[src/sv/token_route_table_unit_assert.svh]
// Assertion macros used by the token route table sequencer (trt_ctrl).
`ifndef TOKEN_ROUTE_TABLE_UNIT_ASSERT_SVH
`define TOKEN_ROUTE_TABLE_UNIT_ASSERT_SVH

// Same-cycle implication, disabled while reset is low.
`define TRT_ASSERT_NOW(label, clk, rst_n, ante, cons) \
  label: assert property (@(posedge clk) disable iff (!rst_n) (ante) |-> (cons)) \
    else $error("token route table: same-cycle check failed");

// Next-cycle implication, disabled while reset is low.
`define TRT_ASSERT_NEXT(label, clk, rst_n, ante, cons) \
  label: assert property (@(posedge clk) disable iff (!rst_n) (ante) |=> (cons)) \
    else $error("token route table: next-cycle check failed");

`endif

[src/sv/trt_pkg.sv]
// Shared types and constants of the token route table.
package trt_pkg;

  localparam int ROUTE_ENTRIES = 32;
  localparam int IDX_W         = (ROUTE_ENTRIES > 1) ? $clog2(ROUTE_ENTRIES) : 1;
  localparam int TOKEN_W       = 64;
  localparam int LINK_W        = 8;

  localparam logic [IDX_W-1:0] LAST_IDX = IDX_W'(ROUTE_ENTRIES - 1);

  localparam logic CMD_INSERT = 1'b0;
  localparam logic CMD_LOOKUP = 1'b1;

  typedef enum logic [2:0] {
    ST_INSERTED = 3'd0,
    ST_PRESENT  = 3'd1,
    ST_FULL     = 3'd2,
    ST_LOCAL    = 3'd3,
    ST_FORWARD  = 3'd4,
    ST_NOROUTE  = 3'd5
  } status_t;

  typedef struct packed {
    logic [TOKEN_W-1:0] tok;
    logic [LINK_W-1:0]  link;
    logic               loc;
  } entry_t;

  typedef struct packed {
    logic             en;
    logic [IDX_W-1:0] addr;
  } mem_rd_t;

  typedef struct packed {
    logic             en;
    logic [IDX_W-1:0] addr;
    entry_t           data;
  } mem_wr_t;

  typedef struct packed {
    logic              vld;
    status_t           status;
    logic [LINK_W-1:0] link;
  } res_t;

endpackage

[src/sv/token_route_table_unit.sv]
// Flow: a lookup or a failed or plain insert scans every entry once, decides, then registers its result
//   onto out_strobe; an inserted route with the local flag adds a second clearing pass before it.
// Issue: one item at a time, limited by the single read port that visits every entry once per item;
//   busy stays high until the item's result is decided, and start is taken only while idle.
// Reset: synchronous rst_n empties the table at once (allocation flags cleared); no clearing pass.
// Results show for one cycle on out_strobe; the receiver cannot stall.
module token_route_table_unit import trt_pkg::*; (
  input  logic               clk,
  input  logic               rst_n,
  input  logic               start,
  output logic               busy,
  input  logic               in_command,
  input  logic [TOKEN_W-1:0] in_token,
  input  logic [LINK_W-1:0]  in_link_id,
  input  logic               in_local_flag,
  output logic               out_strobe,
  output logic [2:0]         out_status,
  output logic [LINK_W-1:0]  out_link_out
);

  mem_rd_t mem_rd;
  mem_wr_t mem_wr;
  entry_t  rd_data;
  res_t    res;

  logic              out_strobe_r;
  logic [2:0]        out_status_r;
  logic [LINK_W-1:0] out_link_out_r;

  trt_mem u_mem (
    .clk     (clk),
    .mem_rd  (mem_rd),
    .mem_wr  (mem_wr),
    .rd_data (rd_data)
  );

  trt_ctrl u_ctrl (
    .clk           (clk),
    .rst_n         (rst_n),
    .start         (start),
    .in_command    (in_command),
    .in_token      (in_token),
    .in_link_id    (in_link_id),
    .in_local_flag (in_local_flag),
    .busy          (busy),
    .mem_rd        (mem_rd),
    .mem_wr        (mem_wr),
    .rd_data       (rd_data),
    .res           (res)
  );

  // Hold each result for exactly one cycle.
  always_ff @(posedge clk) begin
    if (!rst_n) begin
      out_strobe_r <= 1'b0;
    end else begin
      out_strobe_r <= res.vld;
    end
    if (res.vld) begin
      out_status_r   <= res.status;
      out_link_out_r <= res.link;
    end
  end

  assign out_strobe   = out_strobe_r;
  assign out_status   = out_status_r;
  assign out_link_out = out_link_out_r;

endmodule

[src/sv/trt_mem.sv]
// Route entry memory: one write port, one registered read port.
module trt_mem import trt_pkg::*; (
  input  logic    clk,
  input  mem_rd_t mem_rd,
  input  mem_wr_t mem_wr,
  output entry_t  rd_data
);

  entry_t mem [ROUTE_ENTRIES];
  entry_t rd_data_r;

  always_ff @(posedge clk) begin
    if (mem_wr.en) begin
      mem[mem_wr.addr] <= mem_wr.data;
    end
    if (mem_rd.en) begin
      rd_data_r <= mem[mem_rd.addr];
    end
  end

  assign rd_data = rd_data_r;

endmodule

[src/sv/trt_ctrl.sv]
// Sequencer: scans the entry memory, decides the result and writes entries back.
`include "token_route_table_unit_assert.svh"

module trt_ctrl import trt_pkg::*; (
  input  logic               clk,
  input  logic               rst_n,
  input  logic               start,
  input  logic               in_command,
  input  logic [TOKEN_W-1:0] in_token,
  input  logic [LINK_W-1:0]  in_link_id,
  input  logic               in_local_flag,
  output logic               busy,
  output mem_rd_t            mem_rd,
  output mem_wr_t            mem_wr,
  input  entry_t             rd_data,
  output res_t               res
);

  typedef enum logic [2:0] {
    S_IDLE,
    S_SCAN,
    S_SCAN_DRAIN,
    S_DECIDE,
    S_CLEAR,
    S_CLEAR_DRAIN,
    S_FINISH
  } state_t;

  state_t                   state_r;
  logic                     cmd_r;
  logic [TOKEN_W-1:0]       tok_r;
  logic [LINK_W-1:0]        link_r;
  logic                     loc_r;
  logic [IDX_W-1:0]         rd_idx_r;
  logic                     cmp_vld_r;
  logic [IDX_W-1:0]         cmp_idx_r;
  logic [ROUTE_ENTRIES-1:0] alloc_r;
  logic                     hit_r;
  logic [LINK_W-1:0]        hit_link_r;
  logic                     hit_loc_r;
  logic                     reuse_vld_r;
  logic [IDX_W-1:0]         reuse_idx_r;
  logic                     fresh_vld_r;
  logic [IDX_W-1:0]         fresh_idx_r;
  logic [IDX_W-1:0]         slot_r;

  logic             issuing;
  logic             cmp_alloc;
  logic             cmp_match;
  logic             link_hit;
  logic             cmp_free;
  logic             scan_phase;
  logic             scan_stage;
  logic             clr_stage;
  logic             slot_ok;
  logic [IDX_W-1:0] slot_sel;
  logic [IDX_W-1:0] ins_idx;
  logic             ins_now;
  entry_t           new_entry;
  logic             route_res;
  logic             ins_res;

  assign issuing    = (state_r == S_SCAN) || (state_r == S_CLEAR);
  assign cmp_alloc  = alloc_r[cmp_idx_r];
  assign cmp_match  = cmp_alloc && (rd_data.tok == tok_r);
  assign link_hit   = (rd_data.link == link_r);
  // Entry is free for reuse as it will stand after the clearing pass.
  assign cmp_free   = cmp_alloc && ((rd_data.link == '0) || (loc_r && link_hit));
  assign scan_phase = (state_r == S_SCAN) || (state_r == S_SCAN_DRAIN);
  assign scan_stage = cmp_vld_r && scan_phase;
  assign clr_stage  = cmp_vld_r && ((state_r == S_CLEAR) || (state_r == S_CLEAR_DRAIN));
  assign slot_ok    = reuse_vld_r || fresh_vld_r;
  assign slot_sel   = reuse_vld_r ? reuse_idx_r : fresh_idx_r;
  assign ins_idx    = (state_r == S_FINISH) ? slot_r : slot_sel;
  assign ins_now    = ((state_r == S_DECIDE) && (cmd_r == CMD_INSERT) && !hit_r
                       && slot_ok && !loc_r) || (state_r == S_FINISH);
  assign new_entry  = '{tok: tok_r, link: link_r, loc: loc_r};

  assign busy = (state_r != S_IDLE);

  assign mem_rd.en   = issuing;
  assign mem_rd.addr = rd_idx_r;

  // Clearing writes land in the cycle after their read, so each read sees an untouched entry.
  always_comb begin
    if (clr_stage && cmp_alloc && link_hit) begin
      mem_wr.en   = 1'b1;
      mem_wr.addr = cmp_idx_r;
      mem_wr.data = '{tok: rd_data.tok, link: '0, loc: rd_data.loc};
    end else begin
      mem_wr.en   = ins_now;
      mem_wr.addr = ins_idx;
      mem_wr.data = new_entry;
    end
  end

  always_comb begin
    res.vld    = 1'b0;
    res.status = ST_NOROUTE;
    res.link   = '0;
    if (state_r == S_DECIDE) begin
      if (cmd_r == CMD_LOOKUP) begin
        res.vld = 1'b1;
        if (hit_r && (hit_link_r != '0)) begin
          res.status = hit_loc_r ? ST_LOCAL : ST_FORWARD;
          res.link   = hit_link_r;
        end
      end else begin
        priority if (hit_r) begin
          res.vld    = 1'b1;
          res.status = ST_PRESENT;
        end else if (!slot_ok) begin
          res.vld    = 1'b1;
          res.status = ST_FULL;
        end else if (!loc_r) begin
          res.vld    = 1'b1;
          res.status = ST_INSERTED;
        end else begin
          // Local insert: report after the clearing pass.
          res.vld    = 1'b0;
        end
      end
    end else if (state_r == S_FINISH) begin
      res.vld    = 1'b1;
      res.status = ST_INSERTED;
    end
  end

  always_ff @(posedge clk) begin
    if (!rst_n) begin
      state_r   <= S_IDLE;
      cmp_vld_r <= 1'b0;
      alloc_r   <= '0;
    end else begin
      cmp_vld_r <= issuing;
      cmp_idx_r <= rd_idx_r;
      if (ins_now) begin
        alloc_r[ins_idx] <= 1'b1;
      end
      // Keep the first match, the first reusable entry and the first unallocated entry.
      if (scan_stage) begin
        if (cmp_match && !hit_r) begin
          hit_r      <= 1'b1;
          hit_link_r <= rd_data.link;
          hit_loc_r  <= rd_data.loc;
        end
        if (cmp_free && !reuse_vld_r) begin
          reuse_vld_r <= 1'b1;
          reuse_idx_r <= cmp_idx_r;
        end
        if (!cmp_alloc && !fresh_vld_r) begin
          fresh_vld_r <= 1'b1;
          fresh_idx_r <= cmp_idx_r;
        end
      end
      unique case (state_r)
        S_IDLE: begin
          if (start) begin
            cmd_r       <= in_command;
            tok_r       <= in_token;
            link_r      <= in_link_id;
            loc_r       <= in_local_flag;
            rd_idx_r    <= '0;
            hit_r       <= 1'b0;
            reuse_vld_r <= 1'b0;
            fresh_vld_r <= 1'b0;
            state_r     <= S_SCAN;
          end
        end
        S_SCAN: begin
          if (rd_idx_r == LAST_IDX) begin
            state_r <= S_SCAN_DRAIN;
          end else begin
            rd_idx_r <= rd_idx_r + 1'b1;
          end
        end
        S_SCAN_DRAIN: begin
          state_r <= S_DECIDE;
        end
        S_DECIDE: begin
          if ((cmd_r == CMD_INSERT) && !hit_r && slot_ok && loc_r) begin
            slot_r   <= slot_sel;
            rd_idx_r <= '0;
            state_r  <= S_CLEAR;
          end else begin
            state_r <= S_IDLE;
          end
        end
        S_CLEAR: begin
          if (rd_idx_r == LAST_IDX) begin
            state_r <= S_CLEAR_DRAIN;
          end else begin
            rd_idx_r <= rd_idx_r + 1'b1;
          end
        end
        S_CLEAR_DRAIN: begin
          state_r <= S_FINISH;
        end
        S_FINISH: begin
          state_r <= S_IDLE;
        end
        default: begin
          state_r <= S_IDLE;
        end
      endcase
    end
  end

  assign route_res = res.vld && ((res.status == ST_LOCAL) || (res.status == ST_FORWARD));
  assign ins_res   = res.vld && (res.status == ST_INSERTED);

  `TRT_ASSERT_NOW(a_scan_no_write, clk, rst_n, scan_phase, !mem_wr.en)
  `TRT_ASSERT_NOW(a_full_all_alloc, clk, rst_n, res.vld && (res.status == ST_FULL), &alloc_r)
  `TRT_ASSERT_NOW(a_route_has_link, clk, rst_n, route_res, res.link != '0)
  `TRT_ASSERT_NEXT(a_insert_allocs, clk, rst_n, ins_res, alloc_r[$past(ins_idx)])

endmodule
[config.mk]
export PLATFORM = sky130hd
export DESIGN_NAME = token_route_table_unit
export DESIGN_NICKNAME = d
export VERILOG_FILES = /design/src/sv/trt_pkg.sv /design/src/sv/token_route_table_unit.sv /design/src/sv/trt_mem.sv /design/src/sv/trt_ctrl.sv
export VERILOG_INCLUDE_DIRS = /design/src /design/src/sv
export SDC_FILE = /design/constraint.sdc
export NUM_CORES = 2
export LEC_CHECK = 0
export ABC_AREA = 1
export ABC_CLOCK_PERIOD_IN_PS = 7300
export BUFFER_PORTS_ARGS = -buffer_cell sky130_fd_sc_hd__buf_2
export CAP_MARGIN = 10
export CORE_MARGIN = 2
export CORE_UTILIZATION = 27
export CTS_CLUSTER_DIAMETER = 80
export DETAILED_ROUTE_END_ITERATION = 8
export GPL_TIMING_DRIVEN = 0
export PLACE_DENSITY = 0.47
export SYNTH_ARGS = -nofsm -noshare
export SYNTH_HDL_FRONTEND = slang
export SYNTH_SLANG_ARGS = --single-unit
[constraint.sdc]
create_clock -name clk -period 7.3 [get_ports clk]
set_input_delay 0.365 -clock clk [delete_from_list [all_inputs] [get_ports clk]]
set_output_delay 0.365 -clock clk [all_outputs]
set_load 0.05 [all_outputs]
# ---- Word-level counts from Yosys, hierarchy flattened
# Memories as Yosys holds them, arrays and structs flattened. A register that Yosys moved wholly into a read port is not among the register bits.
# Index checks and enable logic that the tools add are counted.
dict set report classes {
  addsub 1
  magnitude_cmp 3
  eq_ne 14
  n_mux 39
  bitwise_logic 2
  n_reduce_logical 44
}
# cell count
set op_table {}
lappend op_table {{79-bit 2-to-1 mux} 1}
lappend op_table {{64-bit == test} 1}
lappend op_table {{32-bit OR} 1}
lappend op_table {{5-bit 2-to-1 mux} 5}
lappend op_table {{3-bit AND reduction} 7}
lappend op_table {{4-bit 2-to-1 mux} 5}
lappend op_table {{1-bit logical AND} 19}
lappend op_table {{3-bit 2-to-1 mux} 6}
lappend op_table {{3-bit case mux with 6 select lines} 1}
lappend op_table {{1-bit 2-to-1 mux} 17}
lappend op_table {{5-bit case mux with 3 select lines} 1}
lappend op_table {{5-bit by 6-bit < comparator with 1-bit output (second input constant)} 2}
lappend op_table {{11-bit 2-to-1 mux} 1}
lappend op_table {{2-bit != test (second input constant)} 5}
lappend op_table {{3-bit == test (second input constant)} 3}
lappend op_table {{8-bit == test} 1}
lappend op_table {{8-bit logical NOT} 1}
lappend op_table {{8-bit nonzero test} 1}
lappend op_table {{3-bit by 2-bit == test with 1-bit output (second input constant)} 2}
lappend op_table {{1-bit logical OR} 6}
lappend op_table {{3-bit nonzero test} 2}
lappend op_table {{5-bit by 1-bit adder with 5-bit output (second input constant)} 1}
lappend op_table {{1-bit binary-select mux with 5-bit select} 1}
lappend op_table {{1-bit demux with 5-bit select} 1}
lappend op_table {{other kinds (8)} 12}
dict set report word_totals {
  reg_bits 159
  ramBits 2336
  inputBits 77
  out_inout_bits 13
  elab_cells 124
  n_memories 1
}
# name depth width read_ports rd_clocked_by_memory_dff write_ports line
set memory_table {}
lappend memory_table {u_mem.mem 32 73 1 1 1 trt_mem.sv:9} ;# entry_t mem [ROUTE_ENTRIES];

# ---- Longest topological paths before layout
dict set report depth {
  depth_word 9
  mapped_depth 15
  depth_no_buf 12
}

# ---- By module
# Synthesis repeated with hierarchy kept, for this count alone.
dict set report unflattened {
  cells_unflattened 8589
  area_unflattened_um2 103531.8
}
# module n_inst cells_each area_per_inst_um2 seq_area_each_um2
set modules_own_cells {}
lappend modules_own_cells {trt_mem 1 7703 95619.2 72339.4}
lappend modules_own_cells {trt_ctrl 1 872 7554.7 4053.9}
lappend modules_own_cells {token_route_table_unit 1 14 357.8 350.3}

# ---- Worst setup path after synthesis
# Ideal clock, no wire load.
dict set report synth_timing {
  kind {reg-to-reg}
  startpoint {register u_ctrl.cmp_idx_r[0]}
  endpoint {memory u_mem.mem[10][0] (netlist bit), enable pin}
  setup_ps 505
  t_arrival_ps 4739
  required_ps 6795
  slack_ps 2056
  stages_incl_launch_ff 15
  path_buffers 3
  cell_sequence {edfxtp_1 -> buf_6 -> inv_4 -> buf_6 -> nand2_1 -> nand3_1 -> nand3_1 -> nand2_1 -> nand2_1 -> nand3_2 -> nand3_2 -> buf_6 -> nand2_2 -> nand3_2 -> nor2_1}
}
dict set report synth_via {
  elab_chain_len 7
}
# element line
set synth_rtl {}
lappend synth_rtl {{from (decl)} trt_ctrl.sv:36} ;# logic [IDX_W-1:0] cmp_idx_r;
lappend synth_rtl {{from (signal assigned)} trt_ctrl.sv:136} ;# cmp_idx_r <= rd_idx_r;
lappend synth_rtl {{1-bit binary-select mux with 5-bit select} trt_ctrl.sv:64} ;# assign cmp_alloc = alloc_r[cmp_idx_r];
lappend synth_rtl {{1-bit 2-to-1 mux (not written as such)} trt_ctrl.sv:64}
lappend synth_rtl {{1-bit logical AND (2 in a row)} trt_ctrl.sv:86} ;# if (clr_stage && cmp_alloc && link_hit) begin
lappend synth_rtl {{79-bit 2-to-1 mux (*)} trt_ctrl.sv:86}
lappend synth_rtl {{1-bit 2-to-1 mux} trt_mem.sv:13} ;# if (mem_wr.en) begin
lappend synth_rtl {{1-bit 2-to-1 mux (not written as such)} trt_mem.sv:14} ;# mem[mem_wr.addr] <= mem_wr.data;
lappend synth_rtl {{to (decl)} trt_mem.sv:9}
# Mark *: on every way between the ends. The rest lies on a longest branch, timed or not. The select of a mux whose other input is x is not followed.

==> results.txt <==
outcome: complete, no violations
clock skew: 51.2 ps
Max Buffers Root-to-Sink: 4
HPWL after detailed placement: 283 mm
Post-DP Area: 110,000 um2
per-cell routed wire length: 30.7 um
area grow syn2layout: 20.1%
design area: 120,000 um2
TritonCTS clock tree: done
DR vias/cell: 5.31
TritonRoute pass-1 iters: 6
register bit total from synthesis: 2,568
Multi-input gate area: 21,400 um2
CTS buffer count: 294
violation count after the first detailed-route iteration: 10,298
nets@finish: 8,031
largest family of logic cells by synthesized area: compound AO/OA/AOI/OAI gates
fin worst setup slack: 1590 ps
Worst path most repeated cell: buf_2
crit-path max cell delay: 840 ps
Worst-path clk slew: 60 ps
hold depth: 2
Unique masters post-synth: 47
Max-Cap Viols: 0
flop2flop setup slack: 1590 ps
global-route wire length before repair: 544 mm
Synthesized Nets: 7,412
die footprint: 376,000 um2
hold crit path type: in2reg
Critical-path top delay cell: buf_1
Syn Area/Cell: 13.7 um2
CP Data Arrival Time: 6470 ps
hold path endpoint: u_ctrl.tok_r[5]
Mapped Area: 100,000 um2
clk sinks: 2,568
Achievable Freq: 0.175 GHz
Mapped Cells: 7,333
Crit path max-delay family: buffers and inverters
most common cell after layout, fill and taps aside: edfxtp_1
Clock Tree Root: clkbuf_16
crit start category: flop
Lkg Pwr: 0.0384 uW
Final Max Tran Viols: 0
hold_ws: 162 ps
worst r2r path cells: 11
commonest non-fill, non-tap cells in the layout: edfxtp_1, nor2_1, o21ai_0
Initial Util: 0.271
Synth Area in Adders: 0.000250
Peak VDD IR: 0.177 mV
pin count of the biggest net entering global routing: 37
Fillers: 36,189
vias in the first global route: 65,764
grt total ovfl: 0
RD Place Congestion: 0.853
CP Buf/Inv Count: 7
placed cell count: 12,530
synth warn: 0
simple-gate share of the synthesized area: 0.0766
Reg2Reg Launch Point: u_ctrl.rd_idx_r[2]
I/O pins: 90
Setup-failing EPs final: 0
Die Ht: 613 um
mux share of post-synthesis cell area: 0.00689
fin cells: 13,150
CP max FO: 12
Post-Route WL: 404 mm
antenna violations before repair: 34
Tmin final: 5710 ps
Max transition margin: 0.0444
total power: 38,200 uW
core area: 369,000 um2
die width: 613 um
row cnt: 223
FF-to-FF End: u_mem.rd_data[51]
RSZ-0062 raised after global routing: false
# H-tree levels: 5
clk_lat worst skew: 910 ps
Slew @ Worst Pin: 1430 ps
detailed-route via count: 69,811
crit-path cells: clkbuf_2 > buf_16 > inv_1 > buf_2 > buf_2 > buf_2 > buf_1 > nor2_1 > o22ai_1 > nand2_1 > nand2_1
Synth Area in XOR/XNOR: 0.00489
post-route ant nets: 0
Critical Path RT: 8060 ps
Synth Area in Compound Gates: 0.121
worst setup path class: reg2reg
Pwr per Cell Area: 317 nW/um2
crit share post-route: 0.782
Residual DRC: 0
Placement Setup Slack: 1880 ps
final hold viol count: 0
Reg area: 76,700 um2
all-layer global routing usage: 0.208
port bufs: 89
share of cells above drive strength 1: 0.114
worst hold start: in_token[5]
Worst setup EP type: flop
sequential area share after synthesis: 0.766
sequential cells by signal, indices dropped and copies added (netlist names), 3 cells and up:
name                flops
u_ctrl.hit_link_r       8
u_ctrl.tok_r           64
out_link_out            8
u_ctrl.rd_idx_r         5
u_ctrl.link_r           8
u_ctrl.slot_r           5
u_ctrl.alloc_r         32
u_mem.mem            2336
u_ctrl.reuse_idx_r      5
u_mem.rd_data          73
u_ctrl.fresh_idx_r      5
u_ctrl.state_r          3
u_ctrl.cmp_idx_r        5
out_status              3
synthesized netlist by cell type (all sizes together):
| library cell | n | area share |
|---|---|---|
| nor3b | 1 | 0.000075 |
| nor2 | 1219 | 0.046 |
| nand4 | 16 | 0.0010 |
| dfxtp | 37 | 0.0074 |
| a21o | 4 | 0.00030 |
| edfxtp | 2531 | 0.76 |
| and2 | 1 | 0.000062 |
| o21ai | 1135 | 0.057 |
| mux2 | 48 | 0.0069 |
| o221ai | 206 | 0.018 |
| inv | 77 | 0.0029 |
| clkbuf | 338 | 0.013 |
| nor3 | 17 | 0.0012 |
| clkinv | 1 | 0.000037 |
| buf | 168 | 0.0090 |
| a22o | 5 | 0.00044 |
| xnor2 | 39 | 0.0034 |
| a31oi | 1 | 0.00012 |
| o211ai | 6 | 0.00045 |
| xor2 | 17 | 0.0015 |
| nand3 | 80 | 0.0045 |
| o22ai | 554 | 0.035 |
| ha | 2 | 0.00025 |
| a21oi | 199 | 0.0099 |
| a211oi | 2 | 0.00015 |
| or2 | 5 | 0.00031 |
| nand2 | 619 | 0.023 |
| nor4 | 4 | 0.00025 |
| a21boi | 1 | 0.000075 |
what timing repair did:
item	CTS	global route
setup buffers	0	0
hold endpoints to repair	88	0
resized for setup	0	0
hold buffers	76	0
routing by layer:
layer	GRT usage	vias up	part of all wire
met5	0	-	0.00022
met4	0.0817	6	0.041
met3	0.0411	695	0.097
met2	0.330	4060	0.46
met1	0.279	36131	0.40
li1	-	28919	-
cells by family after synthesis:
logic type / after synthesis
simple gates: 1962
compound gates: 2113
buf+inv: 584
xor+xnor: 56
mux: 48
flops: 2568
fa+ha+maj: 2
final cells by class:
| class | count | area share |
|---|---|---|
| Sequential cell | 2568 | 0.638 |
| Tap cell | 4950 | 0.0515 |
| Buffer | 506 | 0.0183 |
| Inverter | 78 | 0.00245 |
| Timing Repair Buffer | 323 | 0.0368 |
| Clock buffer | 374 | 0.0653 |
| Antenna cell | 23 | 0.000478 |
| Multi-Input combinational cell | 4181 | 0.177 |
| Clock inverter | 147 | 0.0103 |
stage by stage:
| step | utilization | TNS [ps] |
|---|---|---|
| detailed placement | 0.299 | 0 |
| global placement | 0.289 | -9082130 |
| global route | 0.326 | 0 |
| floorplan | - | 0 |
| finish | 0.326 | 0 |
| CTS | 0.326 | 0 |
worst max-delay path by stage:
stage / start / to / slack, ps / depth (start not counted)
2_1_floorplan: u_ctrl.cmp_idx_r[0] / u_mem.mem[10][0] / 2060 / 14
3_3_place_gp: u_mem.rd_data[8] / u_mem.mem[24][51] / -4580 / 10
3_5_place_dp: u_ctrl.rd_idx_r[2] / u_mem.rd_data[51] / 1880 / 11
4_1_cts: u_ctrl.rd_idx_r[2] / u_mem.rd_data[51] / 1850 / 11
5_1_grt: u_ctrl.rd_idx_r[2] / u_mem.rd_data[51] / 1670 / 11
6_report: u_ctrl.rd_idx_r[2] / u_mem.rd_data[51] / 1590 / 11
report_power, final:
group	internal [uW]	switching, uW	leakage [uW]
sequential	16600	198	0.0231
clock	8220	6090	0.00446
combinational	1630	5460	0.0109
Note: power is estimated with default switching activity, not from simulation.
